[src/rtl/sbfd_pkg.sv]
// Shared constants and types for the SBUS frame decoder.
`timescale 1ns / 1ps
package sbfd_pkg;

	// Frame layout
	localparam int FRAME_BYTES     = 24;
	localparam int ANALOG_BYTES    = 22;
	localparam int ANALOG_CHANNELS = 16;
	localparam int FLAG_BYTE       = 22;
	localparam int CHAN_W          = 11;
	localparam int IDX_W           = 5;
	localparam int COUNT_W         = 5;

	// Flag byte bit positions
	localparam int DIG0_POS     = 0;
	localparam int DIG1_POS     = 1;
	localparam int LOST_POS     = 2;
	localparam int FAILSAFE_POS = 3;

	// Digital channel numbers
	localparam logic [IDX_W-1:0] DIG0_CHAN = 5'd16;
	localparam logic [IDX_W-1:0] DIG1_CHAN = 5'd17;

	// Header register reset value
	localparam logic [7:0] HEADER_RESET = 8'h0F;

	// Double-buffered frame store: one bank bit above the byte index
	localparam int BUF_AW    = COUNT_W + 1;
	localparam int BUF_DEPTH = 1 << BUF_AW;

	typedef logic [BUF_AW-1:0]  buf_addr_t;
	typedef logic [COUNT_W-1:0] byte_idx_t;

	// Completed frame handed to the queue
	typedef struct packed {
		logic valid;
		logic bank;
	} frame_push_t;

	// Bank given back once its frame is fully delivered
	typedef struct packed {
		logic valid;
		logic bank;
	} bank_rel_t;

	// Frame buffer write request
	typedef struct packed {
		logic      en;
		buf_addr_t addr;
		logic [7:0] data;
	} buf_wr_t;

	// Frame buffer read request
	typedef struct packed {
		logic      en;
		buf_addr_t addr;
	} buf_rd_t;

endpackage

[src/rtl/sbfd_if.sv]
// Handshake interfaces for the SBUS frame decoder channels.
`timescale 1ns / 1ps
interface sbfd_byte_if;
	logic       valid;
	logic       ready;
	logic [7:0] rx_byte;

	modport source (output valid, output rx_byte, input ready);
	modport sink (input valid, input rx_byte, output ready);
endinterface

interface sbfd_cfg_if;
	logic       valid;
	logic       ready;
	logic [7:0] header_byte;

	modport source (output valid, output header_byte, input ready);
	modport sink (input valid, input header_byte, output ready);
endinterface

interface sbfd_chan_if;
	logic        valid;
	logic        ready;
	logic [4:0]  channel_index;
	logic [10:0] channel_value;
	logic        frame_lost;
	logic        failsafe_active;
	logic        last_of_frame;

	modport source (output valid, output channel_index, output channel_value,
		output frame_lost, output failsafe_active, output last_of_frame, input ready);
	modport sink (input valid, input channel_index, input channel_value,
		input frame_lost, input failsafe_active, input last_of_frame, output ready);
endinterface

[src/rtl/sbfd_frame_buf.sv]
// Two-bank frame byte memory with one write and one registered read port.
`timescale 1ns / 1ps
module sbfd_frame_buf (
	input  logic             clk,
	input  sbfd_pkg::buf_wr_t wr,
	input  sbfd_pkg::buf_rd_t rd,
	output logic [7:0]       rd_data
);
	import sbfd_pkg::*;

	logic [7:0] mem_q [BUF_DEPTH];
	logic [7:0] rd_data_q;

	// Write a received byte, read one byte for the decoder
	always_ff @(posedge clk) begin
		if (wr.en) begin
			mem_q[wr.addr] <= wr.data;
		end
		if (rd.en) begin
			rd_data_q <= mem_q[rd.addr];
		end
	end

	assign rd_data = rd_data_q;

endmodule

[src/rtl/sbfd_queue.sv]
// Two-entry queue of completed frame banks between front and back.
`timescale 1ns / 1ps
module sbfd_queue (
	input  logic                  clk,
	input  logic                  arst_n,
	input  sbfd_pkg::frame_push_t push,
	output logic                  full,
	input  logic                  pop,
	output logic                  empty,
	output logic                  head_bank
);
	import sbfd_pkg::*;

	logic [1:0] entry_q;
	logic       wr_ptr_q;
	logic       rd_ptr_q;
	logic [1:0] fill_q;
	logic       do_push;
	logic       do_pop;

	assign full      = (fill_q == 2'd2);
	assign empty     = (fill_q == 2'd0);
	assign head_bank = entry_q[rd_ptr_q];
	assign do_push   = push.valid && !full;
	assign do_pop    = pop && !empty;

	// Store pushed bank numbers
	always_ff @(posedge clk) begin
		if (do_push) begin
			entry_q[wr_ptr_q] <= push.bank;
		end
	end

	// Advance pointers and fill level
	always_ff @(posedge clk or negedge arst_n) begin
		if (!arst_n) begin
			wr_ptr_q <= 1'b0;
			rd_ptr_q <= 1'b0;
			fill_q   <= 2'd0;
		end else begin
			if (do_push) begin
				wr_ptr_q <= ~wr_ptr_q;
			end
			if (do_pop) begin
				rd_ptr_q <= ~rd_ptr_q;
			end
			unique case ({do_push, do_pop})
				2'b10:   fill_q <= fill_q + 2'd1;
				2'b01:   fill_q <= fill_q - 2'd1;
				default: fill_q <= fill_q;
			endcase
		end
	end

endmodule

[src/rtl/sbfd_front.sv]
// Byte front end: header sync, byte counting and frame buffer writes.
`timescale 1ns / 1ps
module sbfd_front (
	input  logic                  clk,
	input  logic                  arst_n,
	sbfd_byte_if.sink             rx,
	sbfd_cfg_if.sink              cfg,
	input  logic                  q_full,
	input  sbfd_pkg::bank_rel_t   release_bank,
	output sbfd_pkg::frame_push_t push,
	output sbfd_pkg::buf_wr_t     wr
);
	import sbfd_pkg::*;

	logic [7:0] header_q;
	logic       synced_q;
	byte_idx_t  count_q;
	logic       wr_bank_q;
	logic [1:0] busy_q;
	logic [1:0] busy_next;
	byte_idx_t  count_inc;
	logic       accept;
	logic       hit;
	logic       frame_done;

	// Stall on a full queue, or while synced and the bank to fill holds a frame
	assign rx.ready  = !(synced_q && busy_q[wr_bank_q]) && !q_full;
	assign cfg.ready = 1'b1;

	always_comb begin
		accept     = rx.valid && rx.ready;
		hit        = (rx.rx_byte == header_q);
		count_inc  = count_q + byte_idx_t'(1);
		frame_done = synced_q && (count_inc == byte_idx_t'(FRAME_BYTES));

		wr.en   = accept && synced_q;
		wr.addr = {wr_bank_q, count_q};
		wr.data = rx.rx_byte;

		push.valid = accept && frame_done;
		push.bank  = wr_bank_q;

		// Mark a bank busy on frame hand-over, free it on release
		busy_next = busy_q;
		if (release_bank.valid) begin
			busy_next[release_bank.bank] = 1'b0;
		end
		if (push.valid) begin
			busy_next[wr_bank_q] = 1'b1;
		end
	end

	// Hold header register
	always_ff @(posedge clk or negedge arst_n) begin
		if (!arst_n) begin
			header_q <= HEADER_RESET;
		end else if (cfg.valid && cfg.ready) begin
			header_q <= cfg.header_byte;
		end
	end

	// Track sync, byte position and bank ownership
	always_ff @(posedge clk or negedge arst_n) begin
		if (!arst_n) begin
			synced_q  <= 1'b0;
			count_q   <= '0;
			wr_bank_q <= 1'b0;
			busy_q    <= 2'b00;
		end else begin
			busy_q <= busy_next;
			if (accept) begin
				if (frame_done) begin
					synced_q  <= 1'b0;
					count_q   <= '0;
					wr_bank_q <= ~wr_bank_q;
				end else begin
					synced_q <= synced_q || hit;
					if (synced_q) begin
						count_q <= count_inc;
					end
				end
			end
		end
	end

endmodule

[src/rtl/sbfd_back.sv]
// Channel unpacker: streams a stored frame and emits its 18 channel results.
`timescale 1ns / 1ps
module sbfd_back (
	input  logic                clk,
	input  logic                arst_n,
	input  logic                q_empty,
	input  logic                q_bank,
	output logic                q_pop,
	output sbfd_pkg::buf_rd_t   rd,
	input  logic [7:0]          rd_data,
	output sbfd_pkg::bank_rel_t release_bank,
	sbfd_chan_if.source         result
);
	import sbfd_pkg::*;

	localparam logic [2:0] ST_IDLE    = 3'd0;
	localparam logic [2:0] ST_FLAG_RD = 3'd1;
	localparam logic [2:0] ST_FLAG_LD = 3'd2;
	localparam logic [2:0] ST_FETCH   = 3'd3;
	localparam logic [2:0] ST_LOAD    = 3'd4;
	localparam logic [2:0] ST_EMIT    = 3'd5;
	localparam logic [2:0] ST_DIG0    = 3'd6;
	localparam logic [2:0] ST_DIG1    = 3'd7;

	localparam int RES_W  = CHAN_W + 7;
	localparam int NBIT_W = 5;

	logic [2:0]        state_q;
	logic              bank_q;
	logic [7:0]        flags_q;
	byte_idx_t         rd_idx_q;
	logic [RES_W-1:0]  res_q;
	logic [NBIT_W-1:0] nbits_q;
	logic [IDX_W-1:0]  chan_q;

	logic              out_valid_q;
	logic [IDX_W-1:0]  out_index_q;
	logic [CHAN_W-1:0] out_value_q;
	logic              out_lost_q;
	logic              out_fs_q;
	logic              out_last_q;

	logic              slot_free;
	logic              load_out;
	logic [IDX_W-1:0]  load_index;
	logic [CHAN_W-1:0] load_value;
	logic              load_last;
	logic [RES_W-1:0]  res_loaded;
	logic [NBIT_W-1:0] nbits_loaded;

	assign slot_free = !out_valid_q || result.ready;

	// Read port, queue pop, bank release and output load
	always_comb begin
		q_pop      = (state_q == ST_IDLE) && !q_empty;
		rd.en      = 1'b0;
		rd.addr    = {bank_q, rd_idx_q};
		load_out   = 1'b0;
		load_index = chan_q;
		load_value = res_q[CHAN_W-1:0];
		load_last  = 1'b0;
		release_bank.valid = 1'b0;
		release_bank.bank  = bank_q;

		res_loaded   = res_q | (RES_W'(rd_data) << nbits_q);
		nbits_loaded = nbits_q + NBIT_W'(8);

		unique case (state_q)
			ST_FLAG_RD: begin
				rd.en   = 1'b1;
				rd.addr = {bank_q, byte_idx_t'(FLAG_BYTE)};
			end
			ST_FETCH: begin
				rd.en = (rd_idx_q != byte_idx_t'(ANALOG_BYTES));
			end
			ST_EMIT: begin
				load_out = slot_free;
			end
			ST_DIG0: begin
				load_out   = slot_free;
				load_index = DIG0_CHAN;
				load_value = CHAN_W'(flags_q[DIG0_POS]);
			end
			ST_DIG1: begin
				load_out   = slot_free;
				load_index = DIG1_CHAN;
				load_value = CHAN_W'(flags_q[DIG1_POS]);
				load_last  = 1'b1;
				release_bank.valid = slot_free;
			end
			default: begin
			end
		endcase
	end

	// Sequence one frame: flags first, then bytes 0..21 through the bit reservoir
	always_ff @(posedge clk or negedge arst_n) begin
		if (!arst_n) begin
			state_q <= ST_IDLE;
		end else begin
			unique case (state_q)
				ST_IDLE: begin
					if (!q_empty) begin
						state_q <= ST_FLAG_RD;
					end
				end
				ST_FLAG_RD: state_q <= ST_FLAG_LD;
				ST_FLAG_LD: state_q <= ST_FETCH;
				ST_FETCH: begin
					if (rd_idx_q == byte_idx_t'(ANALOG_BYTES)) begin
						state_q <= ST_DIG0;
					end else begin
						state_q <= ST_LOAD;
					end
				end
				ST_LOAD: begin
					if (nbits_loaded >= NBIT_W'(CHAN_W)) begin
						state_q <= ST_EMIT;
					end else begin
						state_q <= ST_FETCH;
					end
				end
				ST_EMIT: begin
					if (slot_free) begin
						state_q <= ST_FETCH;
					end
				end
				ST_DIG0: begin
					if (slot_free) begin
						state_q <= ST_DIG1;
					end
				end
				ST_DIG1: begin
					if (slot_free) begin
						state_q <= ST_IDLE;
					end
				end
				default: state_q <= ST_IDLE;
			endcase
		end
	end

	// Working registers of the unpacker
	always_ff @(posedge clk) begin
		if (q_pop) begin
			bank_q <= q_bank;
		end
		if (state_q == ST_FLAG_LD) begin
			flags_q  <= rd_data;
			rd_idx_q <= '0;
			res_q    <= '0;
			nbits_q  <= '0;
			chan_q   <= '0;
		end
		if (state_q == ST_LOAD) begin
			res_q    <= res_loaded;
			nbits_q  <= nbits_loaded;
			rd_idx_q <= rd_idx_q + byte_idx_t'(1);
		end
		if ((state_q == ST_EMIT) && slot_free) begin
			res_q   <= res_q >> CHAN_W;
			nbits_q <= nbits_q - NBIT_W'(CHAN_W);
			chan_q  <= chan_q + IDX_W'(1);
		end
	end

	// Output register: hold until transfer
	always_ff @(posedge clk or negedge arst_n) begin
		if (!arst_n) begin
			out_valid_q <= 1'b0;
		end else if (load_out) begin
			out_valid_q <= 1'b1;
		end else if (result.ready) begin
			out_valid_q <= 1'b0;
		end
	end

	always_ff @(posedge clk) begin
		if (load_out) begin
			out_index_q <= load_index;
			out_value_q <= load_value;
			out_lost_q  <= flags_q[LOST_POS];
			out_fs_q    <= flags_q[FAILSAFE_POS];
			out_last_q  <= load_last;
		end
	end

	assign result.valid           = out_valid_q;
	assign result.channel_index   = out_index_q;
	assign result.channel_value   = out_value_q;
	assign result.frame_lost      = out_lost_q;
	assign result.failsafe_active = out_fs_q;
	assign result.last_of_frame   = out_last_q;

endmodule

[src/rtl/sbus_frame_decoder.sv]
// After a frame's last byte transfers, the frame is queued; the unpacker pops it, reads its
// flag byte, then fetches and loads stored bytes and registers each channel result.
// Throughput: one byte per cycle at the input, stalled while both frame banks hold undelivered
// frames; the unpacker reads stored bytes one at a time, alternating fetch and load states.
// Reset (arst_n, asynchronous, active low) clears sync, byte count, queue, unpacker and
// sets the header register to 0x0F; the frame buffer contents are not cleared.
`timescale 1ns / 1ps
module sbus_frame_decoder (
	input  logic        clk,
	input  logic        arst_n,
	sbfd_cfg_if.sink    cfg,
	sbfd_byte_if.sink   rx,
	sbfd_chan_if.source result
);
	import sbfd_pkg::*;

	frame_push_t push;
	bank_rel_t   release_bank;
	buf_wr_t     wr;
	buf_rd_t     rd;
	logic [7:0]  rd_data;
	logic        q_full;
	logic        q_empty;
	logic        q_pop;
	logic        q_bank;

	sbfd_front u_front (
		.clk          (clk),
		.arst_n       (arst_n),
		.rx           (rx),
		.cfg          (cfg),
		.q_full       (q_full),
		.release_bank (release_bank),
		.push         (push),
		.wr           (wr)
	);

	sbfd_frame_buf u_buf (
		.clk     (clk),
		.wr      (wr),
		.rd      (rd),
		.rd_data (rd_data)
	);

	sbfd_queue u_queue (
		.clk       (clk),
		.arst_n    (arst_n),
		.push      (push),
		.full      (q_full),
		.pop       (q_pop),
		.empty     (q_empty),
		.head_bank (q_bank)
	);

	sbfd_back u_back (
		.clk          (clk),
		.arst_n       (arst_n),
		.q_empty      (q_empty),
		.q_bank       (q_bank),
		.q_pop        (q_pop),
		.rd           (rd),
		.rd_data      (rd_data),
		.release_bank (release_bank),
		.result       (result)
	);

endmodule

[src/flat_wrapper.sv]
// flat-port wrapper written by rule: the top's interface ports become plain ports
module sbus_frame_decoder_flat import sbfd_pkg::*;
  (clk, arst_n, cfg_valid, cfg_header_byte, cfg_ready, rx_valid, rx_rx_byte, rx_ready, result_valid, result_channel_index, result_channel_value, result_frame_lost, result_failsafe_active, result_last_of_frame, result_ready);
  sbfd_cfg_if cfg_i ();
  sbfd_byte_if rx_i ();
  sbfd_chan_if result_i ();
  input  logic clk;
  input  logic arst_n;
  input wire logic [$bits(cfg_i.valid)-1:0] cfg_valid;
  input wire logic [$bits(cfg_i.header_byte)-1:0] cfg_header_byte;
  output wire logic [$bits(cfg_i.ready)-1:0] cfg_ready;
  input wire logic [$bits(rx_i.valid)-1:0] rx_valid;
  input wire logic [$bits(rx_i.rx_byte)-1:0] rx_rx_byte;
  output wire logic [$bits(rx_i.ready)-1:0] rx_ready;
  output wire logic [$bits(result_i.valid)-1:0] result_valid;
  output wire logic [$bits(result_i.channel_index)-1:0] result_channel_index;
  output wire logic [$bits(result_i.channel_value)-1:0] result_channel_value;
  output wire logic [$bits(result_i.frame_lost)-1:0] result_frame_lost;
  output wire logic [$bits(result_i.failsafe_active)-1:0] result_failsafe_active;
  output wire logic [$bits(result_i.last_of_frame)-1:0] result_last_of_frame;
  input wire logic [$bits(result_i.ready)-1:0] result_ready;
  assign cfg_i.valid = cfg_valid;
  assign cfg_i.header_byte = cfg_header_byte;
  assign cfg_ready = cfg_i.ready;
  assign rx_i.valid = rx_valid;
  assign rx_i.rx_byte = rx_rx_byte;
  assign rx_ready = rx_i.ready;
  assign result_valid = result_i.valid;
  assign result_channel_index = result_i.channel_index;
  assign result_channel_value = result_i.channel_value;
  assign result_frame_lost = result_i.frame_lost;
  assign result_failsafe_active = result_i.failsafe_active;
  assign result_last_of_frame = result_i.last_of_frame;
  assign result_i.ready = result_ready;
  sbus_frame_decoder u_core (.clk(clk), .arst_n(arst_n), .cfg(cfg_i), .rx(rx_i), .result(result_i));
endmodule
[config.mk]
export PLATFORM = sky130hd
export DESIGN_NAME = sbus_frame_decoder_flat
export DESIGN_NICKNAME = d
export VERILOG_FILES = /design/src/rtl/sbfd_pkg.sv /design/src/rtl/sbfd_if.sv /design/src/rtl/sbfd_frame_buf.sv /design/src/rtl/sbfd_queue.sv /design/src/rtl/sbfd_front.sv /design/src/rtl/sbfd_back.sv /design/src/rtl/sbus_frame_decoder.sv /design/src/flat_wrapper.sv
export SDC_FILE = /design/constraint.sdc
export NUM_CORES = 1
export LEC_CHECK = 0
export BUFFER_PORTS_ARGS = -buffer_cell sky130_fd_sc_hd__buf_4
export CAP_MARGIN = 20
export CORE_UTILIZATION = 40
export DETAILED_ROUTE_END_ITERATION = 10
export GPL_TIMING_DRIVEN = 0
export SKIP_CTS_REPAIR_TIMING = 1
export SYNTH_ARGS = -nofsm -noshare
export SYNTH_HDL_FRONTEND = slang
export SYNTH_SLANG_ARGS = --single-unit
export TNS_END_PERCENT = 5
[constraint.sdc]
create_clock -name clk -period 4.3 [get_ports clk]
set_input_delay 0.215 -clock clk [delete_from_list [all_inputs] [get_ports clk]]
set_output_delay 0.215 -clock clk [all_outputs]
set_load 0.01 [all_outputs]
==> results.md, run 1 <==
* Vias in the first global route at 16088
* M1 GR Usage at a little under a third
* Power Density at 664 nW/µm²
* Outcome: finished, final reports clean
* Place WS at 0.504 ns
* Max Fclk at 252 MHz
* Die W at 256 µm
* CTS Buf Count at 67
* Max IR drop VDD at a little under 0.4 mV
* Synthesized area per cell at 14.7 µm²
* Actual slew at the worst max-slew pin at 1.15 ns
* Synth cell types at between 80 and 90
* Max-Cap Viols at 0
* Reg clk slew, reported paths at 0.06 ns
* Setup TNS at 0 ns
* Clk_skew at 0.0293 ns
* Ports at 43
* Drt wl/cell at 28.2 µm
* Starting Density at around two fifths
* Synthesized net count at 1781
* Drt initial violations at 1960
* Area after DPL at 27100 µm²
* Critical-path maximum fanout at 9
* Fillers at between 5000 and 6000
* Core region area at 63300 µm²
* Final std cells w/o fill at 2775
* Pins Over Slew Limit at 0
* Clock Latency Late Sink at between 0.6 and 0.7 ns
* Tot Pwr at 19.6 mW
* WP data arrival at 4.20 ns
* Final core utilization at 46.5%
* Async SR Flop Fraction at roughly 4.1%
* Min Clock Period, post-route at 3.97 ns
* Yosys reg bits at 604
* I/O Buffers at 40
* GRT met2 Usage at 36.7%
* DRT antenna net count at 0
* Via count at 16232
* Design Area, Final at 29500 µm²
* Post-synth EDFFs at about 570
* Die area at about 65000 µm²
* First-pass DRT Iterations at 6
* GPL Wtd Cong at 0.969
* Initial antenna violation count at 3
* GRT met3 Usage at under 10%
* Clock root buffer: clkbuf_16
* Final period util at between 90% and 100%
* Share of the synthesized area in the top cell type at between 60% and 70%
* Synth warn at 0
* Crit start category: register
* Worst setup EP type: register
* Final HPWL DP at 51.3 mm
* Kind of critical path: reg2reg
* Post-Syn Instances at 1753
* Top post-synthesis cells by area: edfxtp_1, mux2i_1, mux4_2
* Nets at about 1900
* Synth area leader: edfxtp_1
* Slew Limit Headroom at 23.0%
* Die H at 256 µm
* Rows at 92
* Min-delay worst type: in2reg
* Hold Crit Depth at 5
* GRT Total Usage at 24.0%
* Final setup violation count at 0
* Multi-input gate area at 7120 µm²
* Worst setup margin at 0.328 ns
* Vias/cell at 5.85
* Worst r2r path cells at 6
* Final hold slack at 0.0449 ns
* Register area share after synthesis at 69.6%
* Mapped Area at 25700 µm²
* Grt peak-use layer: met2
* H-tree levels at 3
* WL final at 78.2 mm
* Leakage power at 9.83 nW
* Data required, critical path at about 4.5 ns
* Gr ovfl total at 0
* Clk buf depth at 3
* Hold Fails Final Rpt at 0
* Unrepaired setup endpoints after global routing: no
* Pin count of the biggest net entering global routing at 66
* DP Cell Count at 2641
* Main synth FF type: edfxtp_1
* # DRC at 0
* Clock net sink count at 604
* CTS tree: yes
* Area growth, synth to finish at 14.5%
* Share of post-route cells with drive strength above 1 at between 15 and 20%
* FF/Latch Area at around 18000 µm²
* First-pass GRT wire length at 113 mm
[sequential cells by signal (all words and copies together), names as in the netlist, 2 cells and up]
register	cells
u_core.u_buf.mem_q	512
u_core.u_back.res_q	18
u_core.u_back.result.channel_value	11
u_core.u_buf.rd_data	8
u_core.u_front.header_q	8
u_core.u_back.chan_q	5
u_core.u_back.nbits_q	5
u_core.u_back.rd_idx_q	5
u_core.u_back.result.channel_index	5
u_core.u_front.count_q	5
u_core.u_back.flags_q	4
u_core.u_back.state_q	3
u_core.u_front.busy_q	2
u_core.u_queue.entry_q	2
u_core.u_queue.fill_q	2
[report_power, final]
group	total (mW)	leakage [nW]	internal (mW)	switching, mW
Combinational	6.57	3.19	2.15	4.42
Clock	5.87	1.10	3.49	2.38
Sequential	7.12	5.54	6.92	0.203
[final timing paths]
path,from,to,slack (ns)
min in group asynchronous,arst_n,u_core.u_front.header_q[6],0.06
worst max-delay path,u_core.u_front.wr_bank_q,u_core.u_buf.mem_q[15][4],0.33
worst min-delay path,rx_valid,u_core.u_front.synced_q,0.04
max in group asynchronous,arst_n,u_core.u_front.header_q[1],3.94
worst max register to register,u_core.u_front.wr_bank_q,u_core.u_buf.mem_q[15][4],0.33
worst min register to register,u_core.u_back.flags_q[2],u_core.u_back.result.frame_lost,0.43
[kinds of logic (layout without fill, tap and decap cells)]
| logic type | count (synthesis) | in the layout | synth area share, % |
|---|---|---|---|
| other | 1 | 4 | 0.0146 |
| adders and majority gates | 7 | 7 | 0.340 |
| xor gates and xnor gates | 23 | 23 | 0.783 |
| DFF | 604 | 604 | 69.6 |
| and+or+nand+nor | 469 | 469 | 9.14 |
| AOI/OAI and AO/OA | 356 | 356 | 9.46 |
| buffers and inverters | 129 | 302 | 2.77 |
| muxes | 164 | 164 | 7.92 |
[routing by layer]
layer / routed length (µm) / vias to the layer above
met3: 7640 / 200
met1: 31300 / 8145
li1: - / 7022
met5: 0 / -
met4: 3840 / 0
met2: 35400 / 865
[synthesized netlist by cell type (all sizes together), types with 5 or more instances]
cell type / number
inv: 12
xor2: 15
mux2: 46
nand2b: 27
o21ai: 72
a221o: 16
o221ai: 19
edfxtp: 568
o21bai: 5
a221oi: 22
a311oi: 5
xnor2: 8
a22oi: 8
nor4bb: 13
mux4: 27
o211a: 5
clkbuf: 41
nor2: 124
nand3b: 5
nor3: 13
a21o: 9
and4bb: 5
nand2: 148
a31oi: 19
a211oi: 40
o22ai: 33
ha: 7
and2: 42
nor2b: 29
a32oi: 7
mux2i: 91
dfrtp: 21
dfxtp: 11
buf: 75
nand3: 38
a21oi: 73
[critical path: stages, from the launching register on]
cell,delay (ns)
dfrtp_1,0.42
mux2_2,0.38
a211oi_2,0.34
and2_0,0.17
clkbuf_1,0.19
nand4_1,0.90
nor2_1,1.17
[layout make-up]
cell class / count / share of cell area [%]
sequential: 604 / 60.8
multi-input combinational: 1020 / 24.2
buffer: 116 / 2.25
clock inverter: 42 / 1.39
inverter: 13 / 0.166
tap: 846 / 3.59
timing repair buffer: 51 / 1.36
antenna: 3 / 0.0255
clock buffer: 80 / 6.25
[cell usage in the layout (no fill, tap or decap), types with 8 or more instances in the layout]
master and n:
nor2b_1 29, o21ai_0 70, xnor2_1 8, nand2b_1 27, a31oi_1 19, clkinv_2 11
buf_2 40, a211oi_1 33, nor4bb_1 13, a221oi_1 21, nand2_1 144, a21oi_1 73
nor2_1 120, clkbuf_1 47, mux4_2 27, dlygate4sd3_1 9, a221o_1 16, a21o_1 9
dfrtp_1 21, nor3_1 12, o22ai_1 33, inv_1 11, nand3_1 38, and2_1 40
buf_6 13, mux2i_1 91, edfxtp_1 568, clkbuf_16 72, buf_4 57, mux2_2 46
a22oi_1 8, o221ai_1 19, clkinv_1 19, xor2_1 15, dfxtp_1 11
(Power assumes the default switching activity.)
==> inputs of run 2 (changes only) <==
Settings changed: CORE_UTILIZATION 40 to 45, CTS_BUF_LIST set to sky130_fd_sc_hd__clkbuf_2, REMOVE_ABC_BUFFERS set to 1.
==> run 2 against run 1 <==
Effect of this change: the run now ends with setup timing left; power fell by 13%; first-iteration DRC count shrank 24%; clock power shrank 37%; global-route usage fell by 0.98 points; sequential share of layout area up 1.1 points; final area shrank 1.8%; die area fell by 11%; fmax down 9.0%; hold slack lost 0.033 ns; worst setup slack got worse by 0.39 ns; highest routed layer unchanged.
==> results.md, run 2 (synthesis gave the netlist of run 1 again) <==
* Initial antenna violation count at 2
* Pin count of the biggest net entering global routing at 66
* Top delay family on crit path: simple AND/OR/NAND/NOR gates
* Hold Crit Depth at 6
* # DRC at 0
* Max-Cap Viols at 0
* Outcome: finished with violations
* Final HPWL DP at between 30 and 40 mm
* CTS Buf Count at 153
* Pins Over Slew Limit at 0
* Area growth, synth to finish at 12.4%
* Slew Limit Headroom at roughly 30%
* H-tree levels at 4
* Unrepaired setup endpoints after global routing: yes
* Core region area at between 50000 and 60000 µm²
* First-pass DRT Iterations at 5
* CP bufs+invs at 0
* CTS tree: yes
* Combinational group share of total power at a little over a third
* WL final at between 60 and 70 mm
* Crit-path cells: mux2_2 > a211oi_2 > and2_0 > nand3_1 > nor2_1
* Hold Fails Final Rpt at 0
* GPL Wtd Cong at roughly 0.89
* Crit. path cell count at 5
* Rows at 87
* Max Fclk at 229 MHz
* Design Area, Final at 28900 µm²
* GRT Total Usage at between 20 and 25%
* Setup TNS at -1.09 ns
* Fillers at 4743
* Clk buf depth at 3
* Via count at around 16000
* Clock network power share at 21.7%
* Final setup violation count at 40
* Failing checks: setup timing
* Die H at 241 µm
* Reg clk slew, reported paths at 0.09 ns
* Data required, critical path at 5.24 ns
* Vias/cell at 5.76
* DRT antenna net count at 0
* Commonest cells after routing, fill and taps aside: edfxtp_1, clkbuf_2, nand2_1
* Internal power at 10.7 mW
* WP data arrival at about 5.3 ns
* Crit-path slowest cell: nor2_1
* Critical-path maximum fanout at 14
* Max FFs per register at 512
* Clock Latency Late Sink at 1.34 ns
* Kind of critical path: reg2reg
* Flop pwr share at between 40% and 50%
* Clock net sink count at between 600 and 700
* Worst setup EP type: register
* Area after DPL at 27000 µm²
* I/O Buffers at between 40 and 50
* Power Density at 588 nW/µm²
* Actual slew at the worst max-slew pin at 1.04 ns
* Die area at 58100 µm²
* Largest Register: u_core.u_buf.mem_q
* Vias in the first global route at 15814
* NetSw at 6.35 mW
* Share of post-route cells with drive strength above 1 at ~23%
* Clk_skew at between 0.06 and 0.07 ns
* Starting Density at 45.5%
* Gr ovfl total at 0
* Max IR drop VDD at 0.243 mV
* Drt initial violations at 1485
* Crit path largest cell delay at 1.00 ns
* Worst setup margin at -0.0672 ns
* Min Clock Period, post-route at roughly 4.4 ns
* Leakage power at 9.86 nW
* Most common cell after layout, fill and taps aside: edfxtp_1
* Die W at 241 µm
* Nets at 1940
* Worst r2r path cells at 5
* Ports at 43
* Sw frac at 37.3%
* Min-delay worst type: in2reg
* Clock root buffer: clkbuf_2
* First-pass GRT wire length at between 90 and 100 mm
* Final period util at 102%
* Crit start category: register
* Drt wl/cell at 23.8 µm
## run 2: cell types whose count changed in the layout (fill, tap and decap cells not counted), moves of 5 or more
cell / before / now
clkbuf_1: 47 / 0
nor2_2: 3 / 39
clkinv_2: 11 / 2
clkbuf_2: 1 / 231
bufinv_16: 7 / 0
buf_1: 6 / 0
dlygate4sd3_1: 9 / 45
nor2_1: 120 / 82
clkbuf_16: 72 / 0
buf_4: 57 / 41
buf_6: 13 / 6
buf_16: 0 / 20
buf_2: 40 / 1
clkinv_1: 19 / 24
## run 2: layout make-up
cell class / count / area, µm² / share of cell area (%)
multi-input combinational: 1020 / 7230 / 25.0
clock inverter: 31 / 126 / 0.437
antenna: 7 / 17.5 / 0.0605
inverter: 13 / 48.8 / 0.169
tap: 756 / 946 / 3.27
clock buffer: 231 / 1160 / 4.00
sequential: 604 / 17900 / 61.9
timing repair buffer: 120 / 1500 / 5.19
## run 2: worst paths after layout
kind	start	to	slack, ns
max in group asynchronous	arst_n	u_core.u_front.header_q[2]	3.59
worst max register to register	u_core.u_front.wr_bank_q	u_core.u_buf.mem_q[12][1]	-0.07
worst max-delay path	u_core.u_front.wr_bank_q	u_core.u_buf.mem_q[12][1]	-0.07
worst min-delay path	rx_valid	u_core.u_front.synced_q	0.01
worst min register to register	u_core.u_back.flags_q[2]	u_core.u_back.result.frame_lost	0.47
min in group asynchronous	arst_n	u_core.u_front.busy_q[1]	0.48
## run 2: power by group through the flow
stage	registers, mW	clock network, mW	logic [mW]
final	7.35	3.69	5.96
after global routing	7.42	4.06	6.33
after CTS	7.36	3.78	5.84
after detailed placement	7.49	0	5.82
after global placement	7.93	0	4.69
after floorplan	7.73	0	3.29
## run 2: tightest hold or removal path: cells and delay by family
kind	cells	cell delay [ns]
buffers and inverters	3	0.72
AND/OR/NAND/NOR	2	0.29
AO/OA/AOI/OAI	1	0.06
## run 2: metal layers
| layer | share of wire [%] | vias up | global-route usage [%] |
|---|---|---|---|
| li1 | - | 7199 | - |
| met1 | 41 | 8002 | 30.2 |
| met2 | 48 | 689 | 35.8 |
| met3 | 8.3 | 121 | 6.38 |
| met4 | 2.8 | 0 | 9.74 |
| met5 | 0 | - | 0 |
## run 2: through the flow
stage                     util (%)  std cells  hold WS [ns]  setup slack, ns  total power [mW]
after floorplan                  -       1637       -0.0806            -4.39              11.0
after global placement        46.6       2434         0.139           -10.59              12.6
after detailed placement      47.8       2465         0.145           -0.239              13.3
after CTS                     50.1       2727         -1.33           -0.297              17.0
after global routing          51.2       2779       0.00922           -0.173              17.8
final                         51.2       2782        0.0123          -0.0672              17.0
